--- src/design/bsc_pkg.sv ---
// Shared types and constants of the breath sensor conditioner.
package bsc_pkg;

  // Register map: index i sits at byte address 4*i.
  localparam int REG_IDX_BITS  = 3;
  localparam int CFG_ADDR_BITS = REG_IDX_BITS + 2;
  localparam int CFG_DATA_BITS = 32;

  typedef enum logic [REG_IDX_BITS-1:0] {
    REG_WARMUP       = 3'd0,
    REG_THR_OFFSET   = 3'd1,
    REG_HOLD         = 3'd2,
    REG_STUCK_WINDOW = 3'd3,
    REG_STUCK_SPREAD = 3'd4,
    REG_STUCK_LOW    = 3'd5,
    REG_STUCK_HIGH   = 3'd6
  } reg_idx_t;

  // Register reset values.
  localparam logic [15:0] WARMUP_RESET      = 16'd1000;
  localparam logic [11:0] THR_OFFSET_RESET  = 12'd100;
  localparam logic [7:0]  HOLD_RESET        = 8'd100;
  localparam logic [15:0] STUCK_WIN_RESET   = 16'd20000;
  localparam logic [11:0] STUCK_SPR_RESET   = 12'd50;
  localparam logic [11:0] STUCK_LOW_RESET   = 12'd20;
  localparam logic [11:0] STUCK_HIGH_RESET  = 12'd800;

  // Calibration constants.
  localparam int THR_MIN_BITS = 12;
  localparam int CLAMP_POS    = 4000;
  localparam int CLAMP_NEG    = 100;
  localparam int ZERO_RESET   = 1900;
  localparam int POS_RESET    = 2000;
  localparam int NEG_RESET    = 1800;

  // Gain = 7 * 2^F / (5 * divisor), i.e. 1.4 / divisor.
  localparam int GAIN_NUM    = 7;
  localparam int GAIN_BITS   = 32;
  localparam int LEVEL_BITS  = 16;
  localparam int LEVEL_MAX   = 32767;
  localparam int STUCK_BITS  = 17;

  typedef struct packed {
    logic [15:0] warmup_samples;
    logic [11:0] threshold_offset;
    logic [7:0]  hold_samples;
    logic [15:0] stuck_window;
    logic [11:0] stuck_spread;
    logic [11:0] stuck_low_dev;
    logic [11:0] stuck_high_dev;
  } bsc_cfg_t;

  typedef struct packed {
    logic                         stream_start;
    logic                         value_valid;
    logic signed [LEVEL_BITS-1:0] breath_value;
    logic                         stream_end;
    logic                         stuck_alarm;
  } bsc_result_t;

  typedef enum logic [2:0] {
    ST_IDLE,
    ST_EVAL,
    ST_MUL,
    ST_ROUND,
    ST_DPOS_GO,
    ST_DPOS_WAIT,
    ST_DNEG_GO,
    ST_DNEG_WAIT
  } bsc_state_t;

  typedef struct packed {
    logic capture;
    logic eval;
    logic mul;
    logic load_out;
    logic div_start;
    logic div_sel_neg;
    logic load_pos_gain;
    logic load_neg_gain;
  } bsc_cmd_t;

  typedef struct packed {
    logic calibrated;
    logic calib_now;
    logic div_done;
    logic out_free;
  } bsc_stat_t;

endpackage

--- src/design/bsc_stream_if.sv ---
// Valid/ready stream channel carrying one word of a given type.
interface bsc_stream_if #(parameter type data_t = logic);
  logic  valid;
  logic  ready;
  data_t data;

  modport source (output valid, output data, input ready);
  modport sink   (input valid, input data, output ready);
endinterface

--- src/design/bsc_regs.sv ---
// APB-style configuration register file of the breath sensor conditioner.
module bsc_regs (
  input  logic                               clk,
  input  logic                               rst_n,
  input  logic                               psel,
  input  logic                               penable,
  input  logic                               pwrite,
  input  logic [bsc_pkg::CFG_ADDR_BITS-1:0]  paddr,
  input  logic [bsc_pkg::CFG_DATA_BITS-1:0]  pwdata,
  output logic [bsc_pkg::CFG_DATA_BITS-1:0]  prdata,
  output logic                               pready,
  output bsc_pkg::bsc_cfg_t                  cfg
);
  import bsc_pkg::*;

  bsc_cfg_t cfg_r, cfg_nxt;
  reg_idx_t idx;
  logic     wr_en;

  assign idx    = reg_idx_t'(paddr[CFG_ADDR_BITS-1:2]);
  assign wr_en  = psel && penable && pwrite;
  assign pready = 1'b1;
  assign cfg    = cfg_r;

  always_comb begin
    cfg_nxt = cfg_r;
    if (wr_en) begin
      case (idx)
        REG_WARMUP:       cfg_nxt.warmup_samples   = pwdata[15:0];
        REG_THR_OFFSET:   cfg_nxt.threshold_offset = pwdata[11:0];
        REG_HOLD:         cfg_nxt.hold_samples     = pwdata[7:0];
        REG_STUCK_WINDOW: cfg_nxt.stuck_window     = pwdata[15:0];
        REG_STUCK_SPREAD: cfg_nxt.stuck_spread     = pwdata[11:0];
        REG_STUCK_LOW:    cfg_nxt.stuck_low_dev    = pwdata[11:0];
        REG_STUCK_HIGH:   cfg_nxt.stuck_high_dev   = pwdata[11:0];
        default:          cfg_nxt = cfg_r;
      endcase
    end
  end

  always_comb begin
    case (idx)
      REG_WARMUP:       prdata = CFG_DATA_BITS'(cfg_r.warmup_samples);
      REG_THR_OFFSET:   prdata = CFG_DATA_BITS'(cfg_r.threshold_offset);
      REG_HOLD:         prdata = CFG_DATA_BITS'(cfg_r.hold_samples);
      REG_STUCK_WINDOW: prdata = CFG_DATA_BITS'(cfg_r.stuck_window);
      REG_STUCK_SPREAD: prdata = CFG_DATA_BITS'(cfg_r.stuck_spread);
      REG_STUCK_LOW:    prdata = CFG_DATA_BITS'(cfg_r.stuck_low_dev);
      REG_STUCK_HIGH:   prdata = CFG_DATA_BITS'(cfg_r.stuck_high_dev);
      default:          prdata = '0;
    endcase
  end

  always_ff @(posedge clk) begin
    if (!rst_n) begin
      cfg_r.warmup_samples   <= WARMUP_RESET;
      cfg_r.threshold_offset <= THR_OFFSET_RESET;
      cfg_r.hold_samples     <= HOLD_RESET;
      cfg_r.stuck_window     <= STUCK_WIN_RESET;
      cfg_r.stuck_spread     <= STUCK_SPR_RESET;
      cfg_r.stuck_low_dev    <= STUCK_LOW_RESET;
      cfg_r.stuck_high_dev   <= STUCK_HIGH_RESET;
    end else begin
      cfg_r <= cfg_nxt;
    end
  end

endmodule

--- src/design/bsc_div.sv ---
// Restoring serial divider, one quotient bit per cycle.
module bsc_div #(
  parameter int NUM_BITS = 31,
  parameter int DEN_BITS = 15
) (
  input  logic                clk,
  input  logic                rst_n,
  input  logic                start,
  input  logic [NUM_BITS-1:0] num,
  input  logic [DEN_BITS-1:0] den,
  output logic                done,
  output logic [NUM_BITS-1:0] quot
);
  localparam int CW = $clog2(NUM_BITS);

  logic [DEN_BITS-1:0] rem_r, rem_nxt, den_r;
  logic [NUM_BITS-1:0] quo_r, quo_nxt;
  logic [CW-1:0]       cnt_r;
  logic                busy_r, done_r;
  logic [DEN_BITS:0]   rem_sh, rem_dif;
  logic                ge, last;

  assign rem_sh  = {rem_r, quo_r[NUM_BITS-1]};
  assign rem_dif = rem_sh - {1'b0, den_r};
  assign ge      = rem_sh >= {1'b0, den_r};
  assign rem_nxt = ge ? rem_dif[DEN_BITS-1:0] : rem_sh[DEN_BITS-1:0];
  assign quo_nxt = {quo_r[NUM_BITS-2:0], ge};
  assign last    = cnt_r == CW'(NUM_BITS - 1);

  assign done = done_r;
  assign quot = quo_r;

  always_ff @(posedge clk) begin
    if (!rst_n) begin
      busy_r <= 1'b0;
      done_r <= 1'b0;
      cnt_r  <= '0;
    end else begin
      done_r <= 1'b0;
      if (start) begin
        busy_r <= 1'b1;
        cnt_r  <= '0;
      end else if (busy_r) begin
        cnt_r <= cnt_r + CW'(1);
        if (last) begin
          busy_r <= 1'b0;
          done_r <= 1'b1;
        end
      end
    end
  end

  always_ff @(posedge clk) begin
    if (start) begin
      rem_r <= '0;
      quo_r <= num;
      den_r <= den;
    end else if (busy_r) begin
      rem_r <= rem_nxt;
      quo_r <= quo_nxt;
    end
  end

endmodule

--- src/design/bsc_ctrl.sv ---
// Sequencing state machine of the breath sensor conditioner.
module bsc_ctrl (
  input  logic               clk,
  input  logic               rst_n,
  input  logic               in_valid,
  output logic               in_ready,
  input  bsc_pkg::bsc_stat_t stat,
  output bsc_pkg::bsc_cmd_t  cmd
);
  import bsc_pkg::*;

  bsc_state_t state_r, state_nxt;

  always_comb begin
    state_nxt = state_r;
    case (state_r)
      ST_IDLE: begin
        if (in_valid) state_nxt = ST_EVAL;
      end
      ST_EVAL: begin
        if (stat.calibrated) state_nxt = ST_MUL;
        else if (stat.calib_now) state_nxt = ST_DPOS_GO;
        else state_nxt = ST_IDLE;
      end
      ST_MUL:       state_nxt = ST_ROUND;
      ST_ROUND: begin
        if (stat.out_free) state_nxt = ST_IDLE;
      end
      ST_DPOS_GO:   state_nxt = ST_DPOS_WAIT;
      ST_DPOS_WAIT: begin
        if (stat.div_done) state_nxt = ST_DNEG_GO;
      end
      ST_DNEG_GO:   state_nxt = ST_DNEG_WAIT;
      ST_DNEG_WAIT: begin
        if (stat.div_done) state_nxt = ST_IDLE;
      end
      default:      state_nxt = ST_IDLE;
    endcase
  end

  always_comb begin
    cmd      = '0;
    in_ready = 1'b0;
    case (state_r)
      ST_IDLE: begin
        in_ready    = 1'b1;
        cmd.capture = in_valid;
      end
      ST_EVAL:  cmd.eval = 1'b1;
      ST_MUL:   cmd.mul  = 1'b1;
      ST_ROUND: cmd.load_out = stat.out_free;
      ST_DPOS_GO: begin
        cmd.div_start   = 1'b1;
        cmd.div_sel_neg = 1'b0;
      end
      ST_DPOS_WAIT: cmd.load_pos_gain = stat.div_done;
      ST_DNEG_GO: begin
        cmd.div_start   = 1'b1;
        cmd.div_sel_neg = 1'b1;
      end
      ST_DNEG_WAIT: cmd.load_neg_gain = stat.div_done;
      default: cmd = '0;
    endcase
  end

  always_ff @(posedge clk) begin
    if (!rst_n) begin
      state_r <= ST_IDLE;
    end else begin
      state_r <= state_nxt;
    end
  end

  // A divider result may only land while a gain is being waited for.
  a_div_done_waiting: assert property (@(posedge clk) disable iff (!rst_n)
    stat.div_done |-> (state_r == ST_DPOS_WAIT || state_r == ST_DNEG_WAIT))
    else $error("divider finished outside a gain wait state");

endmodule

--- src/design/bsc_dp.sv ---
// Datapath: warm-up, calibration, hold, stuck detection, level and output word.
module bsc_dp #(
  parameter int SAMPLE_BITS    = 12,
  parameter int GAIN_FRAC_BITS = 27
) (
  input  logic                   clk,
  input  logic                   rst_n,
  input  logic [SAMPLE_BITS-1:0] in_sample,
  input  bsc_pkg::bsc_cfg_t      cfg,
  input  bsc_pkg::bsc_cmd_t      cmd,
  output bsc_pkg::bsc_stat_t     stat,
  input  logic                   out_ready,
  output logic                   out_valid,
  output bsc_pkg::bsc_result_t   out_data
);
  import bsc_pkg::*;

  localparam int TW  = (SAMPLE_BITS > THR_MIN_BITS) ? SAMPLE_BITS : THR_MIN_BITS;
  localparam int TW1 = TW + 1;
  localparam int SH  = GAIN_FRAC_BITS - 15;
  localparam int PW  = TW + GAIN_BITS;
  localparam int NW  = GAIN_FRAC_BITS + 4;
  localparam int DW  = TW + 3;
  localparam logic [TW-1:0]          FULL_SCALE = TW'((64'd1 << SAMPLE_BITS) - 64'd1);
  localparam logic [SAMPLE_BITS-1:0] SAMPLE_MAX = '1;
  localparam logic [PW:0]            RND_HALF   = (PW+1)'(1) << (SH - 1);

  // Model state
  logic [SAMPLE_BITS-1:0] sample_r;
  logic [15:0]            warm_cnt_r, warm_cnt_nxt;
  logic                   calibrated_r;
  logic [TW-1:0]          zero_r, pos_thr_r, neg_thr_r;
  logic [GAIN_BITS-1:0]   pos_gain_r, neg_gain_r;
  logic [7:0]             hold_r, hold_nxt;
  logic [STUCK_BITS-1:0]  stk_cnt_r, stk_cnt_nxt;
  logic [SAMPLE_BITS-1:0] stk_min_r, stk_min_nxt, stk_max_r, stk_max_nxt;

  // Per-item pipeline
  logic [TW-1:0]          mag_r, mag_nxt;
  logic [GAIN_BITS-1:0]   gain_r, gain_nxt;
  logic                   neg_r, lvl_en_r, lvl_en_nxt;
  logic                   start_r, start_nxt, valid_r, valid_nxt;
  logic                   end_r, end_nxt, alarm_r, alarm_nxt;
  logic [PW-1:0]          prod_r;
  logic                   out_valid_r;
  bsc_result_t            out_data_r;

  // Warm-up and calibration
  logic [TW-1:0]  samp;
  logic [15:0]    warm_eff;
  logic           calib_now;
  logic [TW1-1:0] pos_sum, neg_floor;
  logic [TW-1:0]  pos_cal, neg_cal;

  assign samp         = TW'(sample_r);
  assign warm_cnt_nxt = (warm_cnt_r == 16'hFFFF) ? warm_cnt_r : warm_cnt_r + 16'd1;
  assign warm_eff     = (cfg.warmup_samples == 16'd0) ? 16'd1 : cfg.warmup_samples;
  assign calib_now    = !calibrated_r && (warm_cnt_nxt >= warm_eff);
  assign pos_sum      = TW1'(samp) + TW1'(cfg.threshold_offset);
  assign pos_cal      = (pos_sum > TW1'(CLAMP_POS)) ? TW'(CLAMP_POS) : pos_sum[TW-1:0];
  assign neg_floor    = TW1'(cfg.threshold_offset) + TW1'(CLAMP_NEG);
  assign neg_cal      = (TW1'(samp) >= neg_floor) ? samp - TW'(cfg.threshold_offset)
                                                  : TW'(CLAMP_NEG);

  // Stuck-pipe run
  logic [TW-1:0]          dev;
  logic                   in_band, window_hit;
  logic [SAMPLE_BITS-1:0] min_upd, max_upd, spread;
  logic [STUCK_BITS-1:0]  cnt_upd;

  assign dev        = (samp >= zero_r) ? samp - zero_r : zero_r - samp;
  assign in_band    = (dev > TW'(cfg.stuck_low_dev)) && (dev < TW'(cfg.stuck_high_dev));
  assign min_upd    = (sample_r < stk_min_r) ? sample_r : stk_min_r;
  assign max_upd    = (sample_r > stk_max_r) ? sample_r : stk_max_r;
  assign cnt_upd    = stk_cnt_r + STUCK_BITS'(1);
  assign window_hit = cnt_upd > STUCK_BITS'(cfg.stuck_window);
  assign spread     = (max_upd >= min_upd) ? max_upd - min_upd : '0;

  always_comb begin
    alarm_nxt = 1'b0;
    if (in_band && !window_hit) begin
      stk_cnt_nxt = cnt_upd;
      stk_min_nxt = min_upd;
      stk_max_nxt = max_upd;
    end else begin
      stk_cnt_nxt = '0;
      stk_min_nxt = SAMPLE_MAX;
      stk_max_nxt = '0;
      alarm_nxt   = in_band && (TW'(spread) < TW'(cfg.stuck_spread));
    end
  end

  // Hold countdown and level selection
  logic       over_pos, under_neg, over;
  logic [7:0] hold_load, hold_mid;

  assign over_pos  = samp > pos_thr_r;
  assign under_neg = samp < neg_thr_r;
  assign over      = over_pos || under_neg;
  assign hold_load = (cfg.hold_samples == 8'd0) ? 8'd1 : cfg.hold_samples;
  assign hold_mid  = over ? hold_load : hold_r;

  always_comb begin
    start_nxt  = over && (hold_r == 8'd0);
    valid_nxt  = hold_mid != 8'd0;
    hold_nxt   = valid_nxt ? hold_mid - 8'd1 : hold_mid;
    end_nxt    = valid_nxt && (hold_nxt == 8'd0);
    lvl_en_nxt = valid_nxt && (hold_nxt != 8'd0) && over;
    // negative branch wins when both thresholds are crossed
    mag_nxt    = under_neg ? neg_thr_r - samp : samp - pos_thr_r;
    gain_nxt   = under_neg ? neg_gain_r : pos_gain_r;
  end

  // Gain divider, shared by both gains
  logic [TW-1:0]   pos_div, divisor;
  logic [DW-1:0]   den;
  logic [NW-1:0]   num, quot;
  logic            div_done;

  assign pos_div = (FULL_SCALE > pos_thr_r) ? FULL_SCALE - pos_thr_r : TW'(1);
  assign divisor = cmd.div_sel_neg ? neg_thr_r : pos_div;
  assign den     = (DW'(divisor) << 2) + DW'(divisor);
  assign num     = (NW'(GAIN_NUM) << GAIN_FRAC_BITS) + NW'(den >> 1);

  bsc_div #(
    .NUM_BITS (NW),
    .DEN_BITS (DW)
  ) u_div (
    .clk   (clk),
    .rst_n (rst_n),
    .start (cmd.div_start),
    .num   (num),
    .den   (den),
    .done  (div_done),
    .quot  (quot)
  );

  // Rounding and saturation of the level
  logic [PW:0]                  rnd_sum, rnd_q;
  logic [LEVEL_BITS-1:0]        lvl_mag;
  logic signed [LEVEL_BITS-1:0] lvl_val;

  assign rnd_sum = {1'b0, prod_r} + RND_HALF;
  assign rnd_q   = rnd_sum >> SH;
  assign lvl_mag = (rnd_q > (PW+1)'(LEVEL_MAX)) ? LEVEL_BITS'(LEVEL_MAX)
                                                : rnd_q[LEVEL_BITS-1:0];
  assign lvl_val = !lvl_en_r ? '0 : (neg_r ? -$signed(lvl_mag) : $signed(lvl_mag));

  assign stat.calibrated = calibrated_r;
  assign stat.calib_now  = calib_now;
  assign stat.div_done   = div_done;
  assign stat.out_free   = !out_valid_r || out_ready;
  assign out_valid       = out_valid_r;
  assign out_data        = out_data_r;

  always_ff @(posedge clk) begin
    if (!rst_n) begin
      warm_cnt_r   <= '0;
      calibrated_r <= 1'b0;
      zero_r       <= TW'(ZERO_RESET);
      pos_thr_r    <= TW'(POS_RESET);
      neg_thr_r    <= TW'(NEG_RESET);
      pos_gain_r   <= '0;
      neg_gain_r   <= '0;
      hold_r       <= '0;
      stk_cnt_r    <= '0;
      stk_min_r    <= SAMPLE_MAX;
      stk_max_r    <= '0;
      out_valid_r  <= 1'b0;
    end else begin
      if (cmd.eval && !calibrated_r) begin
        warm_cnt_r <= warm_cnt_nxt;
        if (calib_now) begin
          calibrated_r <= 1'b1;
          zero_r       <= samp;
          pos_thr_r    <= pos_cal;
          neg_thr_r    <= neg_cal;
        end
      end
      if (cmd.eval && calibrated_r) begin
        hold_r    <= hold_nxt;
        stk_cnt_r <= stk_cnt_nxt;
        stk_min_r <= stk_min_nxt;
        stk_max_r <= stk_max_nxt;
      end
      if (cmd.load_pos_gain) pos_gain_r <= GAIN_BITS'(quot);
      if (cmd.load_neg_gain) neg_gain_r <= GAIN_BITS'(quot);
      if (cmd.load_out) out_valid_r <= 1'b1;
      else if (out_ready) out_valid_r <= 1'b0;
    end
  end

  always_ff @(posedge clk) begin
    if (cmd.capture) sample_r <= in_sample;
    if (cmd.eval) begin
      mag_r    <= mag_nxt;
      gain_r   <= gain_nxt;
      neg_r    <= under_neg;
      lvl_en_r <= lvl_en_nxt;
      start_r  <= start_nxt;
      valid_r  <= valid_nxt;
      end_r    <= end_nxt;
      alarm_r  <= alarm_nxt;
    end
    if (cmd.mul) prod_r <= PW'(mag_r) * PW'(gain_r);
    if (cmd.load_out) begin
      out_data_r.stream_start <= start_r;
      out_data_r.value_valid  <= valid_r;
      out_data_r.breath_value <= lvl_val;
      out_data_r.stream_end   <= end_r;
      out_data_r.stuck_alarm  <= alarm_r;
    end
  end

  a_load_into_free: assert property (@(posedge clk) disable iff (!rst_n)
    cmd.load_out |-> (!out_valid_r || out_ready))
    else $error("output word overwritten before it was taken");

  a_calib_sticky: assert property (@(posedge clk) disable iff (!rst_n)
    calibrated_r |=> calibrated_r)
    else $error("calibration lost without reset");

  a_zero_level: assert property (@(posedge clk) disable iff (!rst_n)
    (out_valid_r && (!out_data_r.value_valid || out_data_r.stream_end))
      |-> (out_data_r.breath_value == '0))
    else $error("non-zero level on a closing or empty word");

endmodule

--- src/design/breath_sensor_conditioner_unit.sv ---
// Top level of the breath sensor conditioner.
// The unit conditions raw breath converter samples. The first warmup_samples
// samples give no word; the last of them becomes the zero point, from which
// the positive and negative thresholds (zero plus/minus threshold_offset,
// clamped to 4000 and 100) and the two gains 1.4/(full scale - pos) and
// 1.4/neg are derived once. Every later sample gives exactly one word on
// out_chan: stream_start, value_valid, a signed Q1.15 breath_value saturated
// to +-32767, stream_end when the hold countdown runs out, and stuck_alarm
// when a long run of samples moderately off zero shows too narrow a spread.
// A calibrated sample is captured, evaluated, multiplied and rounded into
// the output register before the next is accepted; rounding waits while an
// earlier word is still untaken. A warm-up sample is captured and evaluated
// only. The calibration sample holds the input while one restoring divider,
// one quotient bit per cycle, works out both gains in turn. The output
// register lets the next sample be taken while a word still waits on
// out_chan. Registers sit at byte address 4*index on the APB port; the user
// must make writes only while idle, which the block does not enforce.
module breath_sensor_conditioner_unit #(
  parameter int SAMPLE_BITS    = 12,
  parameter int GAIN_FRAC_BITS = 27
) (
  input  logic                               clk,
  input  logic                               rst_n,
  bsc_stream_if.sink                         in_chan,
  bsc_stream_if.source                       out_chan,
  input  logic                               psel,
  input  logic                               penable,
  input  logic                               pwrite,
  input  logic [bsc_pkg::CFG_ADDR_BITS-1:0]  paddr,
  input  logic [bsc_pkg::CFG_DATA_BITS-1:0]  pwdata,
  output logic [bsc_pkg::CFG_DATA_BITS-1:0]  prdata,
  output logic                               pready
);
  import bsc_pkg::*;

  bsc_cfg_t               cfg;
  bsc_cmd_t               cmd;
  bsc_stat_t              stat;
  logic [SAMPLE_BITS-1:0] in_sample;
  logic                   in_ready;
  logic                   out_valid;
  bsc_result_t            out_data;

  // Take the sample word from the input channel.
  assign in_sample     = SAMPLE_BITS'(in_chan.data);
  assign in_chan.ready = in_ready;

  // Drive the result word from the output register.
  assign out_chan.valid = out_valid;
  assign out_chan.data  = out_data;

  bsc_regs u_regs (
    .clk     (clk),
    .rst_n   (rst_n),
    .psel    (psel),
    .penable (penable),
    .pwrite  (pwrite),
    .paddr   (paddr),
    .pwdata  (pwdata),
    .prdata  (prdata),
    .pready  (pready),
    .cfg     (cfg)
  );

  // Sequencer: one sample at a time, calibration divides in between.
  bsc_ctrl u_ctrl (
    .clk      (clk),
    .rst_n    (rst_n),
    .in_valid (in_chan.valid),
    .in_ready (in_ready),
    .stat     (stat),
    .cmd      (cmd)
  );

  // Datapath: calibration state, hold, stuck detector, level and output word.
  bsc_dp #(
    .SAMPLE_BITS    (SAMPLE_BITS),
    .GAIN_FRAC_BITS (GAIN_FRAC_BITS)
  ) u_dp (
    .clk       (clk),
    .rst_n     (rst_n),
    .in_sample (in_sample),
    .cfg       (cfg),
    .cmd       (cmd),
    .stat      (stat),
    .out_ready (out_chan.ready),
    .out_valid (out_valid),
    .out_data  (out_data)
  );

endmodule

--- src/flat_wrapper.sv ---
// flat-port wrapper written by rule: the top's interface ports become plain ports
module breath_sensor_conditioner_unit_flat import bsc_pkg::*;
#(
  parameter int SAMPLE_BITS    = 12,
  parameter int GAIN_FRAC_BITS = 27
)
  (clk, rst_n, psel, penable, pwrite, paddr, pwdata, prdata, pready, in_chan_valid, in_chan_data, in_chan_ready, out_chan_valid, out_chan_data, out_chan_ready);
  bsc_stream_if #(.data_t(logic [(12)-1:0])) in_chan_i ();
  bsc_stream_if #(.data_t(bsc_result_t)) out_chan_i ();
  input  logic clk;
  input  logic rst_n;
  input  logic psel;
  input  logic penable;
  input  logic pwrite;
  input  logic [bsc_pkg::CFG_ADDR_BITS-1:0] paddr;
  input  logic [bsc_pkg::CFG_DATA_BITS-1:0] pwdata;
  output logic [bsc_pkg::CFG_DATA_BITS-1:0] prdata;
  output logic pready;
  input wire logic [$bits(in_chan_i.valid)-1:0] in_chan_valid;
  input wire logic [$bits(in_chan_i.data)-1:0] in_chan_data;
  output wire logic [$bits(in_chan_i.ready)-1:0] in_chan_ready;
  output wire logic [$bits(out_chan_i.valid)-1:0] out_chan_valid;
  output wire logic [$bits(out_chan_i.data)-1:0] out_chan_data;
  input wire logic [$bits(out_chan_i.ready)-1:0] out_chan_ready;
  assign in_chan_i.valid = in_chan_valid;
  assign in_chan_i.data = in_chan_data;
  assign in_chan_ready = in_chan_i.ready;
  assign out_chan_valid = out_chan_i.valid;
  assign out_chan_data = out_chan_i.data;
  assign out_chan_i.ready = out_chan_ready;
  breath_sensor_conditioner_unit #(.SAMPLE_BITS(SAMPLE_BITS), .GAIN_FRAC_BITS(GAIN_FRAC_BITS)) u_core (.clk(clk), .rst_n(rst_n), .in_chan(in_chan_i), .out_chan(out_chan_i), .psel(psel), .penable(penable), .pwrite(pwrite), .paddr(paddr), .pwdata(pwdata), .prdata(prdata), .pready(pready));
endmodule
--- config.mk ---
export PLATFORM = sky130hd
export DESIGN_NAME = breath_sensor_conditioner_unit_flat
export DESIGN_NICKNAME = d
export VERILOG_FILES = /design/src/design/bsc_pkg.sv /design/src/design/bsc_stream_if.sv /design/src/design/bsc_regs.sv /design/src/design/bsc_div.sv /design/src/design/bsc_ctrl.sv /design/src/design/bsc_dp.sv /design/src/design/breath_sensor_conditioner_unit.sv /design/src/flat_wrapper.sv
export SDC_FILE = /design/constraint.sdc
export NUM_CORES = 2
export LEC_CHECK = 0
export BUFFER_PORTS_ARGS = -buffer_cell sky130_fd_sc_hd__buf_2
export CORE_ASPECT_RATIO = 1.25
export CORE_UTILIZATION = 60
export CTS_CLUSTER_SIZE = 25
export DETAILED_ROUTE_END_ITERATION = 16
export GPL_ROUTABILITY_DRIVEN = 0
export PLACE_DENSITY = 0.87
export SLEW_MARGIN = 20
export SYNTH_ARGS = -nofsm -noshare
export SYNTH_HDL_FRONTEND = slang
export SYNTH_SLANG_ARGS = --single-unit
--- constraint.sdc ---
create_clock -name clk -period 8.4 [get_ports clk]
set_input_delay 0.84 -clock clk [delete_from_list [all_inputs] [get_ports clk]]
set_output_delay 0.84 -clock clk [all_outputs]
set_load 0.005 [all_outputs]
Word level (Yosys, flattened, before mapping). Index checks and enable logic that the tools add are counted.

Add/sub/neg operators: 18. Bitwise operators: 2. Muxes and demuxes: 45. Magnitude comparators: 16. Reductions and logical operators: 38. Eq/ne operators: 19. Multipliers: 1.

Operators with widths (number): 12-bit 2-to-1 mux (11); 16-bit one-hot mux with 7 select lines (1); 31-bit 2-to-1 mux (3); 12-bit subtractor (6); 16-bit 2-to-1 mux (4); 12-bit less-than comparator (4); 44-bit by 12-bit adder with 45-bit output (second input constant) (1); 12-bit by 32-bit multiplier with 44-bit output (1); 12-bit greater-than comparator (3); 33-bit by 15-bit greater-than comparator with 1-bit output (second input constant) (1); 30-bit by 14-bit adder with 31-bit output (first input constant) (1); 12-bit >= comparator (2); 8-bit logical NOT (3); 8-bit 2-to-1 mux (3); 3-bit one-hot mux with 8 select lines (1); 3-bit equality test (second input constant) (7); 3-bit 2-to-1 mux (6); 17-bit by 1-bit adder with 17-bit output (second input constant) (1); 17-bit by 16-bit greater-than comparator with 1-bit output (1); 17-bit 2-to-1 mux (1); 16-bit by 1-bit adder with 16-bit output (second input constant) (1); 16-bit equality test (second input constant) (1); 16-bit by 15-bit >= comparator with 1-bit output (1); 16-bit >= comparator (1); other kinds (30) (74).

Output and inout port bits: 55. Flip-flop bits (word level): 450. Input bits: 56.

Logic depth before layout (Yosys ltp).
Word-level depth: 8. Mapped depth: 28.

Cells and area by module. A second synthesis with hierarchy kept.

Cell total of the unflattened synthesis: 4267. Area total of the unflattened synthesis: 38857.3 µm².

By module, submodules not included: bsc_dp (sequential area each 6726.5 µm², cells each 3458, area each 30725.7 µm², instances 1); bsc_regs (sequential area each 1761.7 µm², cells each 454, area each 4229.1 µm², instances 1); bsc_div (sequential area each 1821.7 µm², cells each 326, area each 3658.5 µm², instances 1); bsc_ctrl (sequential area each 60.1 µm², cells each 29, area each 244.0 µm², instances 1).

Worst setup path before layout. OpenSTA, ideal clock, no wires.

Path kind: register -> register. From: register u_core.u_dp.mag_r[11]. To: register u_core.u_dp.prod_r[43] (data pin). Required time: 8.142 ns. Arrival time: 5.677 ns. Library setup time: 0.258 ns. Stages on the path, launching flop included: 24. Clock period less this slack: 5.934 ns. Slack: 2.466 ns. Path through: edfxtp_1 clkbuf_1 nand2_1 fa_1 inv_1 fa_1 inv_1 fa_1 inv_1 fa_1 inv_1 fa_1 inv_1 ha_1 a21oi_1 o21ai_1 o21ai_0 a21oi_1 o41ai_1 o2111ai_1 a311oi_1 o21bai_1 a21oi_1 xnor2_1.

Longest elaborated chain between the ends: 1.

RTL lines: start: declaration (line bsc_dp.sv:39) `logic [TW-1:0] mag_r, mag_nxt;`; start signal: assignment (line bsc_dp.sv:196) `mag_r <= mag_nxt;`; 12-bit by 32-bit multiplier with 44-bit output (line bsc_dp.sv:205) `if (cmd.mul) prod_r <= PW'(mag_r) * PW'(gain_r);`; end signal: assignment (line bsc_dp.sv:205); end: declaration (line bsc_dp.sv:44) `logic [PW-1:0] prod_r;`.

Every way passes these cells. A chain may end at the register's enable or synchronous reset.

Worst setup path in the final report.
From: register u_core.u_dp.mag_r[7]. To: register u_core.u_dp.prod_r[43] (data pin).

The elaborated chain is that of the path after synthesis.

==> results.txt <==
result of the run: complete, no violations
ant diodes: 0
Post-CTS Setup Bufs: 0
Max Cap Viol: 0
Placed Instances: 5,093
Buf/Inv on CP: 4
max-slew violation count: 0
Tcrit/Tclk final: 86.2%
Crit path largest cell delay: 890 ps
Synth area leaders: fa_1, dfxtp_1, edfxtp_1, ha_1, nand2_1
Final Hold Vio Count: 0
Inserted Clock Buffers: 46
die height: 282 microns
Final Core Density: 64.6%
flops & latches, synth: 438
pwr dens: 254 nW/um^2
first-pass GRT wire length: 152,000 microns
Crit path depth: 21
setup_tns: 0 ps
PortBufs: 75
worst slack, placed: 1310 ps
Post-synth top cells: nand2_1, inv_1, a21oi_1
Worst Path Max Fanout: 20
post-route clock skew: 26.5 ps
Clock Path Buffers: 3
floorplan core area: 61,900 sq um
critical path cell sequence: buf_4 -> nand2_1 -> fa_1 -> fa_1 -> inv_1 -> fa_1 -> fa_1 -> inv_1 -> fa_1 -> inv_1 -> ha_1 -> a21oi_1 -> nor2b_1 -> o21ai_0 -> a21oi_1 -> o41ai_1 -> o2111ai_1 -> a311oi_1 -> o21bai_1 -> a21oi_1 -> xnor2_1
Post-synth EDFFs: 160
Final WS setup: 1160 ps
DR vias/cell: 5.97
clock sinks: 438
HP Class: input pin to register
TritonCTS clock tree: done
Avg WL per Cell: 18.0 microns
kind of critical path: register to register
ys flop type: dfxtp_1
share of the synthesized area in the top cell type: 15.9%
GRT Overall Usage: 29.7%
Final nets: 4,957
root buf cell: clkbuf_16
hold bufs inserted after CTS: 0
GR Overflow Total: 0
Yosys cell types: 94
vias post-DR: 30,888
CP Data Required Time: 8750 ps
critical path's slowest cell: edfxtp_1
Seq/Total Area, Yosys: 27.6%
fin cells: 5,176
Area Growth Syn to Fin: 6.41%
final setup fails: 0
Pleak: 17.3 nW
Die ar.: 63,600 sq um
fin crit period: 7240 ps
DPL Wire Length: 67,700 microns
worst r2r path cells: 21
H-tree levels: 2
Ys Warns: 0
Max transition margin: 31.2%
measured slew at the worst slew-check pin: 1030 ps
mapped cell area: 37,600 sq um
fraction of registers with async set or reset after synthesis: 0%
cts repair resizes: 0
startpoint types: register
DR DRC count: 0
# fillers: 4,761
total power: 10.1 mW
Routed Antenna Nets: 0
Starting Density: 60.7%
count leader, synth: nand2_1
share of layout cells above drive strength 1: 6.63%
nature of the critical path endpoint: register
post-synth top area cell: fa_1
Max rail drop VDD: 0.315 mV
I/O pin count: 111
Initial DRT Pass Iterations: 6
die width: 226 microns
Max Clk Rate: 138 MHz
routed wire length: 93,200 microns
# rows: 102
Avg Inst Size Synth: 8.61 sq um
Clk Latency, worst-skew pair: 610 ps
unrepaired setup endpoints after global routing: false
Worst Hold Depth: 1
initial antenna violation count: 0
Worst EP arrival: 7590 ps
largest net degree at the start of global routing: 108
Syn Inst Count: 4,366
Crit path top cell by count: fa_1
1st-iter DRT viols: 2,273
Clk pin slew, worst setup/hold paths: 60 ps
vias in the first global route: 30,949
cell family with most CP delay: adder cells
## per-stage QoR
step / hold slack (ps) / cell area [sq um]
global placement: 414 / 38400
finish: 413 / 40000
floorplan: 400 / 37600
global route: 407 / 40000
detailed placement: 412 / 38400
CTS: 399 / 40000
## flip-flops by register name, summed over array words and instances (netlist names), 16 cells and up
signal and cells:
u_core.u_dp.neg_gain_r 31, u_core.u_dp.u_div.quot 31, u_core.u_dp.out_data 20, u_core.u_regs.cfg 88, u_core.u_dp.pos_gain_r 31, u_core.u_dp.stk_cnt_r 17, u_core.u_dp.warm_cnt_r 16, u_core.u_dp.gain_r 31
u_core.u_dp.prod_r 33
## final cells by class
type	instances	area, sq um	share of cell area (%)
Multi-Input combinational cell	3207	24500	61.2
Tap cell	832	1040	2.60
Inverter	506	1900	4.76
Sequential cell	438	10400	25.9
Timing Repair Buffer	110	638	1.60
Clock buffer	62	1350	3.39
Clock inverter	21	216	0.541
## final timing paths
kind,start,endpoint,slack [ps]
max reg2reg,u_core.u_dp.mag_r[7]$_DFFE_PN_,u_core.u_dp.prod_r[43]$_DFFE_PP_,1160
max,u_core.u_dp.mag_r[7]$_DFFE_PN_,u_core.u_dp.prod_r[43]$_DFFE_PP_,1160
min reg2reg,u_core.u_dp.alarm_r$_SDFFCE_PP0N_,u_core.u_dp.out_data[0]$_DFFE_PP_,430
min,in_chan_data[7],u_core.u_dp.samp[7]$_DFFE_PP_,410
## power by group
part | switching, mW | total [mW] | internal (mW)
Sequential | 0.114 | 2.62 | 2.51
Combinational | 3.14 | 5.39 | 2.25
Clock | 0.899 | 2.13 | 1.23
Total | 4.16 | 10.1 | 5.99
## layout by cell type, fill, tap and decap left out, types with 44 or more instances in the layout
| cell type | count |
|---|---|
| nor2b_1 | 58 |
| mux2i_1 | 77 |
| and2_1 | 131 |
| xnor2_1 | 101 |
| nand2_1 | 737 |
| ha_1 | 293 |
| nand3_1 | 111 |
| buf_2 | 75 |
| edfxtp_1 | 160 |
| inv_1 | 504 |
| mux2_2 | 44 |
| a21oi_1 | 355 |
| fa_1 | 299 |
| nor3_1 | 54 |
| a21o_1 | 54 |
| nand4_1 | 46 |
| o21ai_0 | 135 |
| clkbuf_16 | 48 |
| nor2_1 | 223 |
| xor2_1 | 74 |
| dfxtp_1 | 278 |
## cells by family (layout without fill, tap and decap cells)
group,after synthesis,count (layout),share of synthesized area (%)
compound gates,782,782,12.5
fa+ha+maj,594,594,25.7
buf+inv,736,699,7.62
mux,130,130,3.89
xor+xnor,175,175,4.08
other cells,2,17,0.0200
simple gates,1509,1509,18.5
flops,438,438,27.6
## routing by layer
metal / up-vias / wire length [microns] / track usage (%)
li1: 14382 / - / -
met1: 14851 / 34100 / 33.3
met2: 1264 / 46600 / 52.7
met3: 391 / 6160 / 4.41
met4: 0 / 6420 / 19.1
met5: - / 0 / 0
(Power assumes the default switching activity.)
